### src/hw/rtl/dd_pkg.sv
package dd_pkg;

  localparam int unsigned YearW   = 14;
  localparam int unsigned MonthW  = 4;
  localparam int unsigned DayW    = 5;
  localparam int unsigned ResultW = 23;
  // Shifted year (year + 400) and its derived quotients
  localparam int unsigned YyW     = 15;
  localparam int unsigned Q4W     = YyW - 2;
  localparam int unsigned QW      = 8;
  // Day number, unsigned; largest value stays below 2**23
  localparam int unsigned DayNumW = 23;
  // Reciprocal of 25 as 5243 / 2**17, exact for dividends below 4196
  localparam int unsigned Recip25      = 5243;
  localparam int unsigned Recip25Shift = 17;
  localparam int unsigned MagLimit     = 4194303;

  typedef struct packed {
    logic [YearW-1:0]  year_a;
    logic [MonthW-1:0] month_a;
    logic [DayW-1:0]   day_a;
    logic [YearW-1:0]  year_b;
    logic [MonthW-1:0] month_b;
    logic [DayW-1:0]   day_b;
    logic              include_end;
  } dd_req_t;

  typedef struct packed {
    logic signed [ResultW-1:0] day_difference;
    logic                      date_error;
  } dd_rsp_t;

  // What one lane hands to the merge stage
  typedef struct packed {
    logic               ok;
    logic [DayNumW-1:0] day_num;
  } dd_lane_t;

  // Length of a month in a common year; zero for month codes outside 1..12
  function automatic logic [DayW-1:0] month_len(input logic [MonthW-1:0] m);
    logic [DayW-1:0] len;
    case (m)
      4'd1, 4'd3, 4'd5, 4'd7, 4'd8, 4'd10, 4'd12: len = 5'd31;
      4'd4, 4'd6, 4'd9, 4'd11:                    len = 5'd30;
      4'd2:                                       len = 5'd28;
      default:                                    len = 5'd0;
    endcase
    return len;
  endfunction

  // Days before the month in a year counted from March: (153*mp + 2) / 5
  function automatic logic [8:0] month_offset(input logic [MonthW-1:0] m);
    logic [8:0] off;
    case (m)
      4'd3:    off = 9'd0;
      4'd4:    off = 9'd31;
      4'd5:    off = 9'd61;
      4'd6:    off = 9'd92;
      4'd7:    off = 9'd122;
      4'd8:    off = 9'd153;
      4'd9:    off = 9'd184;
      4'd10:   off = 9'd214;
      4'd11:   off = 9'd245;
      4'd12:   off = 9'd275;
      4'd1:    off = 9'd306;
      4'd2:    off = 9'd337;
      default: off = 9'd0;
    endcase
    return off;
  endfunction

endpackage

### src/hw/rtl/dd_lane.sv
module dd_lane
  import dd_pkg::*;
(
  input  logic              clk_i,
  input  logic [YearW-1:0]  year_i,
  input  logic [MonthW-1:0] month_i,
  input  logic [DayW-1:0]   day_i,
  output dd_lane_t          lane_o
);

  // Stage 1: shifted year and the divisions by 100
  logic [YyW-1:0]    yy_d, yy_q;
  logic [QW-1:0]     q100_d, q100_q;
  logic [QW-1:0]     qy_d, qy_q;
  logic [YearW-1:0]  year_q;
  logic [MonthW-1:0] month_q;
  logic [DayW-1:0]   day_q;

  logic              early_month;
  logic [Q4W-1:0]    q4yy;
  logic [YearW-3:0]  q4y;
  logic [Q4W+13:0]   prod_yy;
  logic [YearW+11:0] prod_y;

  always_comb begin
    early_month = (month_i <= MonthW'(2));
    yy_d  = YyW'(year_i) + YyW'(400) - YyW'(early_month);
    q4yy  = yy_d[YyW-1:2];
    q4y   = year_i[YearW-1:2];
    prod_yy = (Q4W+14)'(q4yy) * (Q4W+14)'(Recip25);
    prod_y  = (YearW+12)'(q4y) * (YearW+12)'(Recip25);
    q100_d = QW'(prod_yy >> Recip25Shift);
    qy_d   = QW'(prod_y >> Recip25Shift);
  end

  always_ff @(posedge clk_i) begin
    yy_q    <= yy_d;
    q100_q  <= q100_d;
    qy_q    <= qy_d;
    year_q  <= year_i;
    month_q <= month_i;
    day_q   <= day_i;
  end

  // Stage 2: leap test, range check and the day number sum
  logic [YearW-3:0]   rem25;
  logic               leap;
  logic [DayW-1:0]    len;
  logic               ok_d;
  logic [DayNumW:0]   sum;
  dd_lane_t           lane_q;

  always_comb begin
    rem25 = year_q[YearW-1:2] - ((YearW-2)'(qy_q) * (YearW-2)'(25));
    leap  = (year_q[1:0] == 2'd0) && ((rem25 != '0) || (qy_q[1:0] == 2'd0));
    len   = month_len(month_q);
    if (month_q == MonthW'(2) && leap) begin
      len = DayW'(29);
    end
    ok_d = (len != '0) && (day_q != '0) && (day_q <= len);
    sum  = (DayNumW+1)'(yy_q) * (DayNumW+1)'(365)
         + (DayNumW+1)'(yy_q[YyW-1:2])
         - (DayNumW+1)'(q100_q)
         + (DayNumW+1)'(q100_q[QW-1:2])
         + (DayNumW+1)'(month_offset(month_q))
         + (DayNumW+1)'(day_q);
  end

  always_ff @(posedge clk_i) begin
    lane_q.ok      <= ok_d;
    lane_q.day_num <= sum[DayNumW-1:0];
  end

  assign lane_o = lane_q;

endmodule

### src/hw/rtl/dd_merge.sv
module dd_merge
  import dd_pkg::*;
(
  input  logic     clk_i,
  input  logic     rst_ni,
  input  logic     valid_i,
  input  logic     include_end_i,
  input  dd_lane_t lane_a_i,
  input  dd_lane_t lane_b_i,
  output logic     done_o,
  output dd_rsp_t  rsp_o
);

  logic               a_before_b;
  logic [DayNumW-1:0] mag;
  logic [DayNumW:0]   mag_inc;
  logic [DayNumW-1:0] mag_sat;
  logic [ResultW-1:0] res;
  dd_rsp_t            rsp_d, rsp_q;
  logic               done_q;

  always_comb begin
    a_before_b = lane_a_i.day_num < lane_b_i.day_num;
    mag = a_before_b ? (lane_b_i.day_num - lane_a_i.day_num)
                     : (lane_a_i.day_num - lane_b_i.day_num);
    mag_inc = (DayNumW+1)'(mag) + (DayNumW+1)'(include_end_i);
    mag_sat = (mag_inc > (DayNumW+1)'(MagLimit)) ? DayNumW'(MagLimit)
                                                 : mag_inc[DayNumW-1:0];
    res = a_before_b ? ResultW'(mag_sat) : ResultW'(-mag_sat);
    if (lane_a_i.ok && lane_b_i.ok) begin
      rsp_d.day_difference = res;
      rsp_d.date_error     = 1'b0;
    end else begin
      rsp_d.day_difference = '0;
      rsp_d.date_error     = 1'b1;
    end
  end

  always_ff @(posedge clk_i or negedge rst_ni) begin
    if (!rst_ni) begin
      done_q <= 1'b0;
    end else begin
      done_q <= valid_i;
    end
  end

  always_ff @(posedge clk_i) begin
    rsp_q <= rsp_d;
  end

  assign done_o = done_q;
  assign rsp_o  = rsp_q;

endmodule

### src/hw/rtl/date_difference_days.sv
// Channel   | Ports            | Handshake
// ----------+------------------+---------------------------------------------
// request   | start, req_i     | taken on a rising edge with start high and
//           |                  | busy low
// result    | done_o, rsp_o    | done_o marks one cycle; taken on the edge
//           |                  | that ends it, no back-pressure
//
// A request passes through the two lane stages (divide by 100, then the day
// number sum) and then the merge register on its way to the result. One
// request may enter on every cycle, so up to three are in flight at once.
// rst_ni clears the valid pipeline and the result strobe at once.
// The receiver cannot stall, so busy never rises.
module date_difference_days
  import dd_pkg::*;
(
  input  logic    clk_i,
  input  logic    rst_ni,
  input  logic    start,
  output logic    busy,
  input  dd_req_t req_i,
  output logic    done_o,
  output dd_rsp_t rsp_o
);

  // Accept whenever start is high; every stage advances every cycle
  logic accept;
  assign busy   = 1'b0;
  assign accept = start && !busy;

  // Valid bits follow each request through the two lane stages
  logic [1:0] valid_d, valid_q;
  assign valid_d = {valid_q[0], accept};

  always_ff @(posedge clk_i or negedge rst_ni) begin
    if (!rst_ni) begin
      valid_q <= '0;
    end else begin
      valid_q <= valid_d;
    end
  end

  // Carry include_end alongside the lanes; no reset needed on payload
  logic [1:0] inc_d, inc_q;
  assign inc_d = {inc_q[0], req_i.include_end};

  always_ff @(posedge clk_i) begin
    inc_q <= inc_d;
  end

  // One lane per date; both run the same day number core in parallel
  dd_lane_t lane_a, lane_b;

  dd_lane u_lane_a (
    .clk_i   (clk_i),
    .year_i  (req_i.year_a),
    .month_i (req_i.month_a),
    .day_i   (req_i.day_a),
    .lane_o  (lane_a)
  );

  dd_lane u_lane_b (
    .clk_i   (clk_i),
    .year_i  (req_i.year_b),
    .month_i (req_i.month_b),
    .day_i   (req_i.day_b),
    .lane_o  (lane_b)
  );

  // Subtract, add the end day, saturate and sign the result, or flag a date error
  dd_merge u_merge (
    .clk_i         (clk_i),
    .rst_ni        (rst_ni),
    .valid_i       (valid_q[1]),
    .include_end_i (inc_q[1]),
    .lane_a_i      (lane_a),
    .lane_b_i      (lane_b),
    .done_o        (done_o),
    .rsp_o         (rsp_o)
  );

endmodule

### config.mk
export PLATFORM = sky130hd
export DESIGN_NAME = date_difference_days
export DESIGN_NICKNAME = d
export VERILOG_FILES = /design/src/hw/rtl/dd_pkg.sv /design/src/hw/rtl/dd_lane.sv /design/src/hw/rtl/dd_merge.sv /design/src/hw/rtl/date_difference_days.sv
export SDC_FILE = /design/constraint.sdc
export NUM_CORES = 2
export LEC_CHECK = 0
export ABC_AREA = 1
export BUFFER_PORTS_ARGS = -buffer_cell sky130_fd_sc_hd__buf_2
export CAP_MARGIN = 20
export CORE_UTILIZATION = 50
export CTS_BUF_LIST = sky130_fd_sc_hd__clkbuf_8
export DETAILED_ROUTE_END_ITERATION = 10
export GPL_ROUTABILITY_DRIVEN = 0
export PLACE_DENSITY = 0.64
export SLEW_MARGIN = 20
export SYNTH_ARGS = -nofsm -noshare
export SYNTH_HDL_FRONTEND = slang
export SYNTH_HIERARCHICAL = 1
export SYNTH_SLANG_ARGS = --single-unit
### constraint.sdc
create_clock -name clk_i -period 6.9 [get_ports clk_i]
set_clock_uncertainty 0.2 [all_clocks]
set_input_delay 0.345 -clock clk_i [delete_from_list [all_inputs] [get_ports clk_i]]
set_output_delay 0.345 -clock clk_i [all_outputs]
set_load 0.1 [all_outputs]
==> flow_summary.json <==
{
  "outcome": "complete, no violations",
  "cts.sink_count": 209,
  "synth_ff_type": "dfxtp_1",
  "antenna_found_initial": 3,
  "grt_pass1_wl_um": 141000,
  "tightest_slew_ns": 0.744,
  "r2r_start": "u_lane_a/yy_q[7]$_DFF_P_",
  "yosys_warnings": 6,
  "syn-num-nets": 5663,
  "cp_max_fo": 6,
  "synthToLayoutAreaGrowth_pct": 8.65,
  "gr-usage-all-layers_pct": 23.7,
  "drt_wl_total_um": 84600,
  "synth-seq-cells": 209,
  "slowest_stage": "dlygate4sd3_1",
  "wl_per_cell_um": 15.0,
  "clk_transition_reported_paths_ns": 0.06,
  "min_period_ns": 6.59,
  "cts_buffers": 42,
  "synthDistinctLibCells": 72,
  "cts_tree": "built",
  "synth_top_area_share_pct": 24.7,
  "start_util_pct": 51.0,
  "num_vias": 27900,
  "nets": 5835,
  "drt_pre_antenna_iters": 5,
  "critPathRequiredTime_ns": 7.18,
  "cap_viol_max_count": 0,
  "grt-ovfl-total": 0,
  "io_buffer_count": 74,
  "hpwl_um": 73600,
  "fill_cells": 6685,
  "async_flop_share_pct": 1.44,
  "syn_area_mm2": 0.0359,
  "clk_latency_ns": 0.64,
  "drive_above_1_share_pct": 7.88,
  "final_max_slew_viol_count": 0,
  "vias_per_cell": 4.96,
  "hold_path_class": "in -> reg",
  "cp_common_cell": "inv_1",
  "core_mm2": 0.0705,
  "tns_ns": 0,
  "setup_viol": 0,
  "critPathArrivalTime_ns": 6.87,
  "drtIter0Drc": 1530,
  "synth_edf_count": 0,
  "worstSetupPathType": "in -> reg",
  "start_kind": "input pin",
  "dieWidth_um": 270,
  "synth_area_leaders": "ha_1 25%, fa_1 24%, inv_1 12%, dfxtp_1 11%, nand2_1 8.5%",
  "first_global_vias": 28400,
  "finalHoldViolCount": 0,
  "cts-root-buf": "clkbuf_8",
  "dieArea_mm2": 0.0729,
  "crit_start": "req_i[29]",
  "rows": 97,
  "syn_avg_cell_area_um2": 8.02,
  "yosysSeqAreaShare_pct": 11.7,
  "clock_path_buffers": 3,
  "min_from": "req_i[10]",
  "antenna_left": 0,
  "die_y_um": 270,
  "htreeDepth": 2,
  "pin_count": 76,
  "slew_headroom_pct": 49.9,
  "synth_top_cell_by_area": "ha_1",
  "fmax_mhz": 152,
  "synth_cells": 4481,
  "grt_max_degree": 34,
  "end_kind": "register",
  "critPathMaxStageDelay_ns": 0.55,
  "drc": 0,
  "period_share_pct": 95.5
}
layer usage:
metal / global-route usage, % / part of all wire [%] / wire (um) / up-vias
met5: 0 / 0 / 0 / -
met1: 32.9 / 48 / 40800 / 13100
met2: 39.5 / 46 / 38600 / 545
met3: 2.61 / 4.2 / 3530 / 98
met4: 5.68 / 2.0 / 1730 / 0
li1: - / - / - / 14200
critical path: cells and delay by family:
family	cells	cell delay [ns]
xor+xnor	1	0.13
simple gates	13	1.03
buf+inv	13	1.45
compound gates	4	0.68
fa+ha+maj	10	3.22
final timing paths:
kind / endpoint / slack (ns) / cells past startpoint
setup / recovery: u_lane_a/q100_q[7]$_DFF_P_ / 0.31 / 41
hold / removal: u_lane_b/year_q[0]$_DFF_P_ / 0.14 / 2
setup reg to reg: u_lane_a/lane_o[18]$_DFF_P_ / 1.27 / 18
hold reg to reg: u_merge/done_o$_DFF_PN0_ / 0.15 / 0
max in group asynchronous: u_merge/done_o$_DFF_PN0_ / 5.92 / 3
min in group asynchronous: valid_q[0]$_DFF_PN0_ / 0.43 / 3
timing repair:
action,CTS,global route
setup endpoints to repair,0,16
setup buffers,0,3
endpoints found under the hold margin,76,0
hold buffers,50,0
gates resized for setup,0,41
cells in the mapped netlist (all sizes together) (4+ instances only):
cell type,count
inv,1186
nand2,860
ha,710
fa,422
nor2,233
dfxtp,206
a21oi,199
nand3,181
o21ai,100
xor2,89
nand4,74
xnor2,39
nor3,38
o211ai,16
buf,15
o21bai,14
a211oi,9
a21o,9
nor4,8
o21a,8
or2,8
a21boi,7
o31ai,7
a31oi,6
and2,4
clkbuf,4
nand3b,4
metrics by stage:
stage                     worst slack (ns)  cell area [um2]  utilization (%)  instances  hold slack [ns]
after global placement               0.147            37500             53.2       5496          -0.0591
after floorplan                      0.639            35900                -       4481           -0.151
final                                0.313            39000             55.4       5625            0.145
after detailed placement            0.0349            37500             53.2       5496          -0.0540
after global routing               -0.0519            39000             55.4       5625            0.136
after CTS                            0.107            38800             55.1       5621           0.0821
area by class of cell:
cell class | count | area, um2 | share of cell area [%]
antenna | 1 | 2.50 | 0.00641
clock buffer | 45 | 619 | 1.59
sequential | 209 | 4200 | 10.8
inverter | 1187 | 4460 | 11.4
multi-input combinational | 3066 | 27300 | 70.0
tap | 940 | 1180 | 3.01
timing repair buffer | 147 | 1050 | 2.69
clock inverter | 30 | 221 | 0.567
cell families (layout without fill, tap and decap cells):
family / Yosys count / after routing / synth area share [%]
DFF: 209 / 209 / 11.7
other: 1 / 2 / 0.0104
buffers and inverters: 1206 / 1409 / 12.8
AOI/OAI and AO/OA: 390 / 390 / 6.28
adders and majority gates: 1132 / 1132 / 48.2
xor gates and xnor gates: 129 / 129 / 3.26
and+or+nand+nor: 1414 / 1414 / 17.8
placed cells by master (no fill, tap or decap), drive strengths merged, types with 16 or more instances in the layout:
cell and n:
inv 1192, nand2 860, ha 710, fa 422
nor2 233, dfxtp 206, a21oi 199, nand3 181
o21ai 100, buf 97, xor2 89, nand4 74
dlygate4sd3 50, clkbuf 45, xnor2 39, nor3 38
clkinv 19, o211ai 16
Power is not shown: default switching activity piles up to over one toggle a cycle in this logic, so the estimate is an artifact.
